$ cat src/hdl/fcbb_pkg.sv
package fcbb_pkg;

    // pixel and group geometry
    localparam int PIX_W        = 32;
    localparam int GROUP_PIXELS = 4;

    // side limit and register defaults
    localparam int DEF_MAX_SIDE     = 4096;
    localparam int MIN_FRAME_WIDTH  = 4;
    localparam int MIN_FRAME_HEIGHT = 1;
    localparam int RST_FRAME_WIDTH  = 1920;
    localparam int RST_FRAME_HEIGHT = 1080;

    // port widths of the configuration data and the result
    localparam int CFG_DW  = 13;
    localparam int POS_OW  = 12;
    localparam int SIZE_OW = 13;

    // depth of the queue between front and back
    localparam int Q_DEPTH = 4;

    typedef enum logic [0:0] {
        REG_FRAME_WIDTH  = 1'b0,
        REG_FRAME_HEIGHT = 1'b1
    } t_cfg_reg;

    typedef logic [PIX_W-1:0] t_pix;
    typedef t_pix [GROUP_PIXELS-1:0] t_group;

    function automatic logic [31:0] clamp_side(
        input logic [31:0] v,
        input logic [31:0] lo,
        input logic [31:0] hi
    );
        logic [31:0] r;
        r = v;
        if (v < lo) r = lo;
        else if (v > hi) r = hi;
        return r;
    endfunction

    function automatic t_pix group_sum(input t_group g);
        t_pix s01;
        t_pix s23;
        s01 = g[0] + g[1];
        s23 = g[2] + g[3];
        return s01 + s23;
    endfunction

endpackage

$ cat src/hdl/fcbb_front.sv
module fcbb_front #(
    parameter int MAX_SIDE = fcbb_pkg::DEF_MAX_SIDE
) (
    input  logic                                 i_clk,
    input  logic                                 i_rst_n,
    input  logic                                 i_in_valid,
    input  fcbb_pkg::t_group                     i_old_group,
    input  fcbb_pkg::t_group                     i_new_group,
    input  logic                                 i_q_full,
    input  logic [$clog2(MAX_SIDE+1)-1:0]        i_width,
    input  logic [$clog2(MAX_SIDE+1)-1:0]        i_height,
    output logic                                 o_push,
    output logic                                 o_changed,
    output logic                                 o_last,
    output logic [$clog2(MAX_SIDE)-1:0]          o_x,
    output logic [$clog2(MAX_SIDE)-1:0]          o_y
);
    import fcbb_pkg::*;

    localparam int SW = $clog2(MAX_SIDE + 1);
    localparam int PW = $clog2(MAX_SIDE);

    logic [PW-1:0] r_col, n_col;
    logic [PW-1:0] r_row, n_row;
    logic          row_end;
    logic          frame_end;

    assign o_push    = i_in_valid && !i_q_full;
    assign o_changed = group_sum(i_old_group) != group_sum(i_new_group);
    assign o_x       = r_col;
    assign o_y       = r_row;

    // row ends when the next group would reach or pass the width
    assign row_end   = ((SW+1)'(r_col) + (SW+1)'(GROUP_PIXELS)) >= (SW+1)'(i_width);
    assign frame_end = row_end && (((SW+1)'(r_row) + (SW+1)'(1)) >= (SW+1)'(i_height));
    assign o_last    = frame_end;

    always_comb begin
        n_col = r_col;
        n_row = r_row;
        if (o_push) begin
            if (frame_end) begin
                n_col = '0;
                n_row = '0;
            end else if (row_end) begin
                n_col = '0;
                n_row = r_row + PW'(1);
            end else begin
                n_col = r_col + PW'(GROUP_PIXELS);
            end
        end
    end

    always_ff @(posedge i_clk) begin
        if (!i_rst_n) begin
            r_col <= '0;
            r_row <= '0;
        end else begin
            r_col <= n_col;
            r_row <= n_row;
        end
    end

    a_frame_wrap: assert property (@(posedge i_clk) disable iff (!i_rst_n)
        o_push && frame_end |=> r_col == '0 && r_row == '0)
        else $error("position not cleared after last group");

    a_hold_idle: assert property (@(posedge i_clk) disable iff (!i_rst_n)
        !o_push |=> $stable(r_col) && $stable(r_row))
        else $error("position moved without a request");

endmodule

$ cat src/hdl/fcbb_queue.sv
module fcbb_queue #(
    parameter int WIDTH = 8
) (
    input  logic             i_clk,
    input  logic             i_rst_n,
    input  logic             i_push,
    input  logic [WIDTH-1:0] i_data,
    input  logic             i_pop,
    output logic             o_full,
    output logic             o_valid,
    output logic [WIDTH-1:0] o_data
);
    import fcbb_pkg::*;

    localparam int AW = $clog2(Q_DEPTH);
    localparam int CW = $clog2(Q_DEPTH + 1);

    logic [WIDTH-1:0] r_mem [Q_DEPTH];
    logic [AW-1:0]    r_wr, r_rd;
    logic [CW-1:0]    r_cnt, n_cnt;
    logic             do_pop;

    assign o_full  = r_cnt == CW'(Q_DEPTH);
    assign o_valid = r_cnt != '0;
    assign o_data  = r_mem[r_rd];
    assign do_pop  = i_pop && o_valid;

    always_comb begin
        n_cnt = r_cnt;
        if (i_push && !do_pop) n_cnt = r_cnt + CW'(1);
        else if (!i_push && do_pop) n_cnt = r_cnt - CW'(1);
    end

    always_ff @(posedge i_clk) begin
        if (i_push) begin
            r_mem[r_wr] <= i_data;
        end
    end

    always_ff @(posedge i_clk) begin
        if (!i_rst_n) begin
            r_wr  <= '0;
            r_rd  <= '0;
            r_cnt <= '0;
        end else begin
            if (i_push) r_wr <= (r_wr == AW'(Q_DEPTH - 1)) ? '0 : r_wr + AW'(1);
            if (do_pop) r_rd <= (r_rd == AW'(Q_DEPTH - 1)) ? '0 : r_rd + AW'(1);
            r_cnt <= n_cnt;
        end
    end

    a_no_overflow: assert property (@(posedge i_clk) disable iff (!i_rst_n)
        r_cnt <= CW'(Q_DEPTH))
        else $error("queue count past depth");

    a_push_not_full: assert property (@(posedge i_clk) disable iff (!i_rst_n)
        o_full |-> !i_push)
        else $error("push into full queue");

    a_ptr_gap: assert property (@(posedge i_clk) disable iff (!i_rst_n)
        r_cnt != CW'(Q_DEPTH) && r_cnt != '0 |-> r_wr != r_rd)
        else $error("pointers disagree with count");

endmodule

$ cat src/hdl/fcbb_back.sv
module fcbb_back #(
    parameter int MAX_SIDE = fcbb_pkg::DEF_MAX_SIDE
) (
    input  logic                                 i_clk,
    input  logic                                 i_rst_n,
    input  logic                                 i_q_valid,
    input  logic                                 i_changed,
    input  logic                                 i_last,
    input  logic [$clog2(MAX_SIDE)-1:0]          i_x,
    input  logic [$clog2(MAX_SIDE)-1:0]          i_y,
    output logic                                 o_pop,
    input  logic [$clog2(MAX_SIDE+1)-1:0]        i_width,
    input  logic [$clog2(MAX_SIDE+1)-1:0]        i_height,
    input  logic                                 i_out_stall,
    output logic                                 o_out_valid,
    output logic                                 o_no_change,
    output logic [fcbb_pkg::POS_OW-1:0]          o_rect_top,
    output logic [fcbb_pkg::POS_OW-1:0]          o_rect_left,
    output logic [fcbb_pkg::SIZE_OW-1:0]         o_rect_width,
    output logic [fcbb_pkg::SIZE_OW-1:0]         o_rect_height
);
    import fcbb_pkg::*;

    localparam int SW = $clog2(MAX_SIDE + 1);
    localparam int PW = $clog2(MAX_SIDE);
    localparam int DW = (SW > SIZE_OW) ? SW : SIZE_OW;

    // running box of the current frame
    logic          r_seen, n_seen;
    logic [PW-1:0] r_top, n_top;
    logic [PW-1:0] r_left, n_left;
    logic [SW-1:0] r_bottom, n_bottom;
    logic [SW-1:0] r_right, n_right;

    // finished box waiting for the margin step
    logic          r_fin_vld;
    logic          r_fin_seen;
    logic [PW-1:0] r_fin_top, r_fin_left;
    logic [SW-1:0] r_fin_bottom, r_fin_right;

    logic          r_out_vld;
    logic          r_no_change;
    logic [POS_OW-1:0]  r_rect_top, r_rect_left;
    logic [SIZE_OW-1:0] r_rect_width, r_rect_height;

    logic          out_free;
    logic          fin_free;
    logic          fin_move;

    logic [SW-1:0]   wm1, hm1;
    logic [SW-1:0]   top_m, left_m, right_m, bottom_m;
    logic [SW:0]     right_p3;
    logic [DW-1:0]   width_d, height_d, top_d, left_d;

    assign out_free = !r_out_vld || !i_out_stall;
    assign fin_move = r_fin_vld && out_free;
    assign fin_free = !r_fin_vld || out_free;
    assign o_pop    = i_q_valid && (!i_last || fin_free);

    // box update on a changed group
    always_comb begin
        n_seen   = r_seen;
        n_top    = r_top;
        n_left   = r_left;
        n_bottom = r_bottom;
        n_right  = r_right;
        if (i_changed) begin
            n_bottom = SW'(i_y) + SW'(1);
            if (!r_seen) begin
                n_seen  = 1'b1;
                n_top   = i_y;
                n_left  = i_x;
                n_right = SW'(i_x) + SW'(1);
            end else if (i_x < r_left) begin
                n_left = i_x;
            end else if (r_right < SW'(i_x)) begin
                n_right = SW'(i_x) + SW'(1);
            end
        end
    end

    // margins around the finished box
    always_comb begin
        wm1      = i_width - SW'(1);
        hm1      = i_height - SW'(1);
        top_m    = (SW'(r_fin_top) >= SW'(3)) ? SW'(r_fin_top) - SW'(3) : '0;
        left_m   = (r_fin_left != '0) ? SW'(r_fin_left) - SW'(1) : '0;
        right_p3 = (SW+1)'(r_fin_right) + (SW+1)'(3);
        if (r_fin_right >= wm1) right_m = r_fin_right;
        else if (right_p3 < (SW+1)'(wm1)) right_m = right_p3[SW-1:0];
        else right_m = wm1;
        bottom_m = (r_fin_bottom < hm1) ? r_fin_bottom + SW'(1) : r_fin_bottom;
        width_d  = DW'(right_m) - DW'(left_m);
        height_d = DW'(bottom_m) - DW'(top_m);
        top_d    = DW'(top_m);
        left_d   = DW'(left_m);
    end

    always_ff @(posedge i_clk) begin
        if (!i_rst_n) begin
            r_seen    <= 1'b0;
            r_top     <= '0;
            r_left    <= '0;
            r_bottom  <= '0;
            r_right   <= '0;
            r_fin_vld <= 1'b0;
            r_out_vld <= 1'b0;
        end else begin
            if (o_pop) begin
                if (i_last) begin
                    r_seen   <= 1'b0;
                    r_top    <= '0;
                    r_left   <= '0;
                    r_bottom <= '0;
                    r_right  <= '0;
                end else begin
                    r_seen   <= n_seen;
                    r_top    <= n_top;
                    r_left   <= n_left;
                    r_bottom <= n_bottom;
                    r_right  <= n_right;
                end
            end
            if (o_pop && i_last) r_fin_vld <= 1'b1;
            else if (fin_move) r_fin_vld <= 1'b0;
            if (fin_move) r_out_vld <= 1'b1;
            else if (!i_out_stall) r_out_vld <= 1'b0;
        end
    end

    always_ff @(posedge i_clk) begin
        if (o_pop && i_last) begin
            r_fin_seen   <= n_seen;
            r_fin_top    <= n_top;
            r_fin_left   <= n_left;
            r_fin_bottom <= n_bottom;
            r_fin_right  <= n_right;
        end
        if (fin_move) begin
            r_no_change <= !r_fin_seen;
            if (r_fin_seen) begin
                r_rect_top    <= top_d[POS_OW-1:0];
                r_rect_left   <= left_d[POS_OW-1:0];
                r_rect_width  <= width_d[SIZE_OW-1:0];
                r_rect_height <= height_d[SIZE_OW-1:0];
            end else begin
                r_rect_top    <= '0;
                r_rect_left   <= '0;
                r_rect_width  <= '0;
                r_rect_height <= '0;
            end
        end
    end

    assign o_out_valid   = r_out_vld;
    assign o_no_change   = r_no_change;
    assign o_rect_top    = r_rect_top;
    assign o_rect_left   = r_rect_left;
    assign o_rect_width  = r_rect_width;
    assign o_rect_height = r_rect_height;

    a_empty_box_zero: assert property (@(posedge i_clk) disable iff (!i_rst_n)
        !r_seen |-> r_top == '0 && r_left == '0 && r_bottom == '0 && r_right == '0)
        else $error("box not clear before first hit");

    a_fin_held: assert property (@(posedge i_clk) disable iff (!i_rst_n)
        r_fin_vld && !out_free |=> r_fin_vld)
        else $error("finished box lost while output busy");

    a_empty_result: assert property (@(posedge i_clk) disable iff (!i_rst_n)
        o_out_valid && o_no_change |-> o_rect_top == '0 && o_rect_left == '0
            && o_rect_width == '0 && o_rect_height == '0)
        else $error("empty result carries a rectangle");

endmodule

$ cat src/hdl/frame_change_bounding_box.sv
// frame_change_bounding_box
// input channel: i_in_valid / o_in_stall, one request per group of four pixel
//   words, old frame and new frame side by side, in raster order
// output channel: o_out_valid / i_out_stall, one request per frame, sent after
//   the last group of the frame; o_no_change flags a frame with no change
// configuration: i_cfg_we writes frame_width (index 0) or frame_height
//   (index 1); values are clamped to 4..MAX_SIDE and 1..MAX_SIDE on write
// throughput: one group per cycle while o_in_stall is low; the front sums and
//   compares each group in the cycle it is taken, the back updates the box
//   one group per cycle unless held at frame end; a frame's last group moves
//   via queue and finished-box register to the result once the output is free
// a four-entry queue parts front and back; o_in_stall rises only when it is
//   full, which happens while a stalled result holds the back at frame end
// reset (synchronous, active low) clears positions, box, queue and output
//   valid, and loads 1920 x 1080 into the registers
// the result is held unchanged while i_out_stall is high
module frame_change_bounding_box #(
    parameter int MAX_SIDE = fcbb_pkg::DEF_MAX_SIDE
) (
    input  logic                         i_clk,
    input  logic                         i_rst_n,
    // configuration
    input  logic                         i_cfg_we,
    input  logic [0:0]                   i_cfg_index,
    input  logic [fcbb_pkg::CFG_DW-1:0]  i_cfg_data,
    // group requests
    input  logic                         i_in_valid,
    output logic                         o_in_stall,
    input  logic [fcbb_pkg::PIX_W-1:0]   i_old_pixel_0,
    input  logic [fcbb_pkg::PIX_W-1:0]   i_old_pixel_1,
    input  logic [fcbb_pkg::PIX_W-1:0]   i_old_pixel_2,
    input  logic [fcbb_pkg::PIX_W-1:0]   i_old_pixel_3,
    input  logic [fcbb_pkg::PIX_W-1:0]   i_new_pixel_0,
    input  logic [fcbb_pkg::PIX_W-1:0]   i_new_pixel_1,
    input  logic [fcbb_pkg::PIX_W-1:0]   i_new_pixel_2,
    input  logic [fcbb_pkg::PIX_W-1:0]   i_new_pixel_3,
    // result requests
    output logic                         o_out_valid,
    input  logic                         i_out_stall,
    output logic                         o_no_change,
    output logic [fcbb_pkg::POS_OW-1:0]  o_rect_top,
    output logic [fcbb_pkg::POS_OW-1:0]  o_rect_left,
    output logic [fcbb_pkg::SIZE_OW-1:0] o_rect_width,
    output logic [fcbb_pkg::SIZE_OW-1:0] o_rect_height
);
    import fcbb_pkg::*;

    localparam int SW = $clog2(MAX_SIDE + 1);
    localparam int PW = $clog2(MAX_SIDE);
    // queue entry: changed flag, last-group flag, x, y
    localparam int QW = 2 + 2 * PW;

    // clamped frame size
    logic [SW-1:0] r_width, r_height;

    t_group        old_group, new_group;

    logic          q_full, q_valid, q_pop, push;
    logic          f_changed, f_last;
    logic [PW-1:0] f_x, f_y;
    logic [QW-1:0] q_wdata, q_rdata;

    logic          b_changed, b_last;
    logic [PW-1:0] b_x, b_y;

    always_ff @(posedge i_clk) begin
        if (!i_rst_n) begin
            r_width  <= SW'(clamp_side(32'(RST_FRAME_WIDTH), 32'(MIN_FRAME_WIDTH),
                                       32'(MAX_SIDE)));
            r_height <= SW'(clamp_side(32'(RST_FRAME_HEIGHT), 32'(MIN_FRAME_HEIGHT),
                                       32'(MAX_SIDE)));
        end else if (i_cfg_we) begin
            case (t_cfg_reg'(i_cfg_index))
                REG_FRAME_WIDTH: begin
                    r_width <= SW'(clamp_side(32'(i_cfg_data), 32'(MIN_FRAME_WIDTH),
                                              32'(MAX_SIDE)));
                end
                REG_FRAME_HEIGHT: begin
                    r_height <= SW'(clamp_side(32'(i_cfg_data), 32'(MIN_FRAME_HEIGHT),
                                               32'(MAX_SIDE)));
                end
                default: begin
                end
            endcase
        end
    end

    assign old_group  = {i_old_pixel_3, i_old_pixel_2, i_old_pixel_1, i_old_pixel_0};
    assign new_group  = {i_new_pixel_3, i_new_pixel_2, i_new_pixel_1, i_new_pixel_0};
    assign o_in_stall = q_full;

    // front: position tracking and change test per group
    fcbb_front #(
        .MAX_SIDE (MAX_SIDE)
    ) u_front (
        .i_clk       (i_clk),
        .i_rst_n     (i_rst_n),
        .i_in_valid  (i_in_valid),
        .i_old_group (old_group),
        .i_new_group (new_group),
        .i_q_full    (q_full),
        .i_width     (r_width),
        .i_height    (r_height),
        .o_push      (push),
        .o_changed   (f_changed),
        .o_last      (f_last),
        .o_x         (f_x),
        .o_y         (f_y)
    );

    assign q_wdata = {f_changed, f_last, f_x, f_y};

    fcbb_queue #(
        .WIDTH (QW)
    ) u_queue (
        .i_clk   (i_clk),
        .i_rst_n (i_rst_n),
        .i_push  (push),
        .i_data  (q_wdata),
        .i_pop   (q_pop),
        .o_full  (q_full),
        .o_valid (q_valid),
        .o_data  (q_rdata)
    );

    assign {b_changed, b_last, b_x, b_y} = q_rdata;

    // back: box update, margins and the result register
    fcbb_back #(
        .MAX_SIDE (MAX_SIDE)
    ) u_back (
        .i_clk         (i_clk),
        .i_rst_n       (i_rst_n),
        .i_q_valid     (q_valid),
        .i_changed     (b_changed),
        .i_last        (b_last),
        .i_x           (b_x),
        .i_y           (b_y),
        .o_pop         (q_pop),
        .i_width       (r_width),
        .i_height      (r_height),
        .i_out_stall   (i_out_stall),
        .o_out_valid   (o_out_valid),
        .o_no_change   (o_no_change),
        .o_rect_top    (o_rect_top),
        .o_rect_left   (o_rect_left),
        .o_rect_width  (o_rect_width),
        .o_rect_height (o_rect_height)
    );

endmodule
$ cat config.mk
export PLATFORM = sky130hd
export DESIGN_NAME = frame_change_bounding_box
export DESIGN_NICKNAME = d
export VERILOG_FILES = /design/src/hdl/fcbb_pkg.sv /design/src/hdl/fcbb_front.sv /design/src/hdl/fcbb_queue.sv /design/src/hdl/fcbb_back.sv /design/src/hdl/frame_change_bounding_box.sv
export SDC_FILE = /design/constraint.sdc
export NUM_CORES = 1
export LEC_CHECK = 0
export BUFFER_PORTS_ARGS = -buffer_cell sky130_fd_sc_hd__buf_4
export CORE_MARGIN = 8
export CORE_UTILIZATION = 25
export CTS_BUF_LIST = sky130_fd_sc_hd__clkbuf_16
export DETAILED_ROUTE_END_ITERATION = 12
export GPL_ROUTABILITY_DRIVEN = 1
export SLEW_MARGIN = 20
export SYNTH_ARGS = -nofsm -noshare
export SYNTH_HDL_FRONTEND = slang
export SYNTH_SLANG_ARGS = --single-unit
$ cat constraint.sdc
create_clock -name i_clk -period 7.3 [get_ports i_clk]
set_clock_uncertainty 0.05 [all_clocks]
set_input_delay 0.73 -clock i_clk [delete_from_list [all_inputs] [get_ports i_clk]]
set_output_delay 0.73 -clock i_clk [all_outputs]
set_load 0.01 [all_outputs]
After elaboration in Yosys (flattened, before gate mapping)
Memories as Yosys holds them, arrays and structs flattened. A register that Yosys moved wholly into a read port is not among the register bits.
Cells that the tools add are included.
{"block": "op_classes", "bitwise_logic": 1, "magnitude_cmp": 11, "n_addsub": 24, "n_mux": 40, "n_eq_ne": 5, "n_reduce_logical": 27}
{"op": "13-bit 2-to-1 mux", "n": 15}
{"op": "32-bit adder", "n": 6}
{"op": "12-bit 2-to-1 mux", "n": 11}
{"op": "12-bit by 1-bit adder with 13-bit output (second input constant)", "n": 3}
{"op": "32-bit != test", "n": 1}
{"op": "14-bit by 13-bit >= comparator with 1-bit output", "n": 2}
{"op": "13-bit by 1-bit subtractor with 13-bit output (second input constant)", "n": 2}
{"op": "13-bit subtractor", "n": 2}
{"op": "13-bit by 2-bit adder with 14-bit output (second input constant)", "n": 1}
{"op": "14-bit by 13-bit less-than comparator with 1-bit output", "n": 1}
{"op": "12-bit by 3-bit adder with 13-bit output (second input constant)", "n": 1}
{"op": "13-bit by 1-bit adder with 13-bit output (second input constant)", "n": 1}
{"op": "13-bit >= comparator", "n": 1}
{"op": "13-bit > comparator (second input constant)", "n": 1}
{"op": "13-bit by 1-bit less-than comparator with 1-bit output (second input constant)", "n": 1}
{"op": "13-bit by 12-bit less-than comparator with 1-bit output", "n": 1}
{"op": "13-bit less-than comparator", "n": 1}
{"op": "13-bit by 3-bit less-than comparator with 1-bit output (second input constant)", "n": 1}
{"op": "12-bit by 1-bit subtractor with 13-bit output (second input constant)", "n": 1}
{"op": "12-bit by 2-bit subtractor with 13-bit output (second input constant)", "n": 1}
{"op": "12-bit by 1-bit adder with 12-bit output (second input constant)", "n": 1}
{"op": "12-bit by 3-bit adder with 12-bit output (second input constant)", "n": 1}
{"op": "12-bit by 2-bit >= comparator with 1-bit output (second input constant)", "n": 1}
{"op": "12-bit less-than comparator", "n": 1}
{"op": "17 further kinds", "n": 50}
{"block": "totals", "mem_count": 1, "inputBits": 275, "regBits": 212, "ram_bits": 104, "output_inout_bits": 53}
{"memory": "u_queue.r_mem", "depth": 4, "word_bits": 26, "read_ports": 1, "rd_clocked_by_memory_dff": 1, "wr": 1, "line_no": "fcbb_queue.sv:18", "source": "logic [WIDTH-1:0] r_mem [Q_DEPTH];"}

Depth between registers and ports, before layout
{"block": "depth", "word_depth": 9, "mapped_depth": 31}

Cells and area by module
From an unflattened synthesis, not the netlist that was laid out.
{"block": "unflattened", "cells_unflattened": 2268, "area_unflattened_um2": 23516.3}
{"module": "fcbb_back", "area_each_um2": 9989.6, "seq_area_each_um2": 4124.0, "n_inst": 1, "cells_per_inst": 1035}
{"module": "fcbb_front", "area_each_um2": 8209.1, "seq_area_each_um2": 440.4, "n_inst": 1, "cells_per_inst": 932}
{"module": "fcbb_queue", "area_each_um2": 4256.6, "seq_area_each_um2": 3303.2, "n_inst": 1, "cells_per_inst": 182}
{"module": "frame_change_bounding_box", "area_each_um2": 1061.0, "seq_area_each_um2": 520.5, "n_inst": 1, "cells_per_inst": 119}

Least setup slack after synthesis
Ideal clock, no wire load.
{"block": "synth_path", "kind": "flip-flop to flip-flop", "start": "reg u_back.r_fin_right[0]", "end": "reg u_back.r_rect_width[12], in the netlist u_back.o_rect_width[12], data pin", "setup_time_ns": 0.255, "period_less_slack_ns": 5.786, "arrival_time_ns": 5.482, "setup_slack_ns": 1.514, "path_buffers": 1, "required_time_ns": 6.995, "path_stages_with_launch": 32, "cell_sequence": "edfxtp_1 > inv_1 > ha_1 > or3_1 > nor2_1 > nand2_1 > nor2_1 > xnor2_1 > inv_1 > ha_1 > o211a_1 > nor2b_1 > nand2b_1 > mux2i_1 > nor2_1 > o31ai_4 > buf_2 > nor3b_1 > nor3_1 > ha_1 > inv_1 > fa_1 > a21o_1 > a21o_1 > a21oi_1 > o21ai_0 > a21oi_1 > nor2b_1 > o21ai_0 > a211o_1 > xnor2_1 > and2_1"}
{"block": "synth_between", "elab_chain_len": 5, "word_cells_on_any_way": 6}
{"item": "start, declared", "line_no": "fcbb_back.sv:39", "source": "logic [SW-1:0] r_fin_bottom, r_fin_right;"}
{"item": "start signal, assigned", "line_no": "fcbb_back.sv:137", "source": "r_fin_right <= n_right;"}
{"item": "13-bit by 2-bit adder with 14-bit output", "line_no": "fcbb_back.sv:88", "source": "right_p3 = (SW+1)'(r_fin_right) + (SW+1)'(3);"}
{"item": "14-bit by 13-bit less-than comparator with 1-bit output", "line_no": "fcbb_back.sv:90", "source": "else if (right_p3 < (SW+1)'(wm1)) right_m = right_p3[SW-1:0];"}
{"item": "13-bit 2-to-1 mux", "line_no": "fcbb_back.sv:90"}
{"item": "13-bit 2-to-1 mux *", "line_no": "fcbb_back.sv:89", "source": "if (r_fin_right >= wm1) right_m = r_fin_right;"}
{"item": "13-bit subtractor *", "line_no": "fcbb_back.sv:93", "source": "width_d = DW'(right_m) - DW'(left_m);"}
{"item": "end signal, assigned", "line_no": "fcbb_back.sv:144", "source": "r_rect_width <= width_d[SIZE_OW-1:0];"}
{"item": "end, declared", "line_no": "fcbb_back.sv:44", "source": "logic [SIZE_OW-1:0] r_rect_width, r_rect_height;"}
Mark *: on every way between the ends. The rest lies on a longest branch, timed or not.
A chain may end at the register's enable or synchronous reset.

Worst setup path after layout
{"block": "layout_path", "start": "reg u_back.r_fin_right[0]", "end": "reg u_back.r_rect_width[11], in the netlist u_back.o_rect_width[11], data pin"}
The elaborated chain is that of the path after synthesis.

==> out/metrics.yaml <==
run_status:
  outcome: "finished clean"
synth:
  ys_ff_latch: 308
  synthTopCellsByArea: "edfxtp_1 26%, fa_1 11%, dfxtp_1 9.6%"
  syn_nets: 2791
  synth_area_leader_cell: "edfxtp_1"
  yosysWarnings: 0
  yosysSeqAreaShare_pct: 35.5
  synth_cell_types: 84
  async_flop_share_pct: 0
  synth_most_common_cell: "edfxtp_1"
  synthFlopType: "edfxtp_1"
  syn_inst: 2213
  synth_area_um2: 22900
  avgSynthCellArea_um2: 10.4
  yosysTopAreaCellShare_pct: 25.9
  netlist_top_cells_count: "198 x edfxtp_1, 194 x inv_1, 176 x ha_1"
  synth_edf_count: 198
critical_path:
  slowest_delay_ps: 460
  start_kind: "flip-flop"
  crit_type: "flip-flop to flip-flop"
  path_max_fanout: 27
  arrival_ps: 6480
  cp_data_required_time_ps: 7490
  ff2ff_path_depth: 30
  end_kind: "flip-flop"
  slowest_stage: "or3_1"
floorplanning:
  die_h_um: 319
  ioPinCount: 328
  core_um2: 91200
  num_rows: 111
  start_util_pct: 25.1
  die_w_um: 319
  die-area_um2: 102000
clock_network:
  cts_hold_buf: 0
  cts_htree_levels: 2
  cts_tree: "built"
  numCtsBuffers: 34
  clk_path_buf_depth: 3
  cts_resized: 0
  cts.sinks: 308
  cts_setup_buffers: 0
  clk_latency_ps: 520
  cts_root_buffer: "clkbuf_16"
  clk_pin_slew_ps: 60
detailed_routing:
  wl_met3_um: 2790
  route.met2.wl_um: 29400
  vias: 17300
  routed_wl_um: 61800
  met1_length_um: 28200
  ant_nets: 0
  drc: 0
  top_layer: "met5"
  drtIter0Drc: 1171
  viasPerCell: 4.63
  drtPass1Iterations: 5
  wl_per_cell_um: 16.5
timing:
  hold_viol_final: 0
  max_slew.worst_pin.slew_ps: 1050
  rsz0062_at_grt: "no"
  min_period_over_period_pct: 86.2
  layout_setup_ws_ps: 1010
  setup_viol: 0
  finalMaxSlewViolations: 0
  fmax_mhz: 159
  slew_headroom_pct: 29.6
  period_needed_ps: 6290
  tns_ps: 0
finish:
  drive_gt1_share_pct: 18.4
  syn2layout_area_growth_pct: 21.2
  final_cell_area_um2: 27800
  post-route-util_pct: 30.5
  nets: 3100
power:
  total_power_mw: 10.6
  clockPowerShare_pct: 15.5
  leakage_nw: 11.3
  power_density_nw_per_um2: 381
  p_seq_share_pct: 26.9
  power_switching_mw: 4.41
  internal-power_mw: 6.19
  peakVddDrop_uv: 224
  power_frac_comb_pct: 57.6
  switching_share_pct: 41.6
placed_design:
  placed_cell_area_um2: 26700
  pre_cts_ws_ps: 1040
  gp_congestion: 0.887
  numPortBuffers: 327
  dp_hpwl_um: 50000
grt:
  grt_pass1_vias: 18100
  antenna_found_initial: 4
  grt_pass1_wl_um: 98900
  grt_overflow: 0
  grt_usage_pct: 11.8
  grt_max_degree: 78
hold_path:
  holdPathStages: 2
  worstHoldPathType: "flip-flop to flip-flop"
job:
  maxCapViolCount: 0
## power by group through the flow
stage	sequential, mW	combinational (mW)	clock [mW]
2_1_floorplan	2.83	4.50	0
3_3_place_gp	2.88	6.06	0
3_5_place_dp	2.89	6.12	0
4_1_cts	2.85	6.15	1.68
5_1_grt	2.91	6.83	1.75
6_report	2.85	6.10	1.64
## sequential cells by signal, summed over array words and instances (netlist names), 2 cells and up, named ones only
register              count
u_back.r_fin_left        12
u_back.r_fin_right       13
u_back.r_right           13
u_back.r_fin_top         12
r_width                  13
u_queue.r_wr              2
u_back.r_fin_bottom      13
u_queue.r_cnt             3
u_back.o_rect_left       12
u_back.o_rect_height     13
u_back.o_rect_top        12
u_back.r_left            12
u_queue.r_rd              2
u_back.r_top             12
u_back.o_rect_width      13
u_back.r_bottom          13
u_front.o_y              12
u_front.o_x              10
u_queue.r_mem            96
r_height                 13
## area by class of cell
class,instances,area [um2]
multi-input combinational,1639,13800
clock inverter,25,135
sequential,308,8150
timing repair buffer,343,2570
antenna,1,2.50
inverter,196,737
clock buffer,37,926
tap,1186,1480
fill,9408,63500
## metrics by stage
step | hold slack, ps | std cells
global route | 424 | 3734
finish | 424 | 3735
global placement | 406 | 3672
CTS | 413 | 3734
detailed placement | 404 | 3672
floorplan | 391 | 2213
## worst paths after layout
| check | end | startpoint | slack [ps] |
|---|---|---|---|
| worst max-delay path | u_back.o_rect_width[11] | u_back.r_fin_right[0] | 1010 |
| worst max register to register | u_back.o_rect_width[11] | u_back.r_fin_right[0] | 1010 |
| worst min register to register | r_height[10] | r_height[10] | 420 |
| worst min-delay path | r_height[10] | r_height[10] | 420 |
## cells by family (layout without fill, tap and decap cells)
| group | Yosys count | in the layout | share of synthesized area, % |
|---|---|---|---|
| AND/OR/NAND/NOR | 607 | 607 | 13.6 |
| multiplexers | 59 | 59 | 4.02 |
| other | 0 | 1 | 0 |
| buffers and inverters | 266 | 601 | 4.42 |
| adder cells (fa/ha/maj) | 306 | 306 | 20.8 |
| XOR/XNOR | 204 | 204 | 7.89 |
| AO/OA/AOI/OAI | 463 | 463 | 13.8 |
| flip-flops | 308 | 308 | 35.5 |
## placed cells by master, fill, tap and decap left out, types with 25 or more instances in the layout
| master | netlist | routed |
|---|---|---|
| buf_4 | 1 | 343 |
| inv_1 | 194 | 201 |
| edfxtp_1 | 198 | 198 |
| ha_1 | 176 | 176 |
| xnor2_1 | 151 | 151 |
| nand2_1 | 148 | 148 |
| fa_1 | 127 | 127 |
| nor2_1 | 120 | 120 |
| dfxtp_1 | 110 | 110 |
| a21oi_1 | 98 | 98 |
| o21ai_0 | 87 | 87 |
| nor2b_1 | 70 | 70 |
| xor2_1 | 51 | 51 |
| a21o_1 | 50 | 50 |
| nand3_1 | 49 | 49 |
| nor3_1 | 45 | 45 |
| a22oi_1 | 38 | 38 |
| clkbuf_16 | 0 | 37 |
| and3_1 | 32 | 32 |
| and2_1 | 26 | 26 |
| mux2_2 | 25 | 25 |
## per-layer routing
metal,GRT usage [%],up-vias
li1,-,8508
met1,15.3,8274
met2,20.5,417
met3,1.82,86
met4,2.85,2
met5,0,-
## worst max-delay path: cells and delay by family (launching register included)
kind,cells,cell delay (ps)
and+or+nand+nor,10,1590
xor gates and xnor gates,2,340
adders and majority gates,3,940
DFF,1,430
buffers and inverters,3,500
muxes,1,140
AOI/OAI and AO/OA,11,2050
Note: power is estimated with default switching activity, not from simulation.
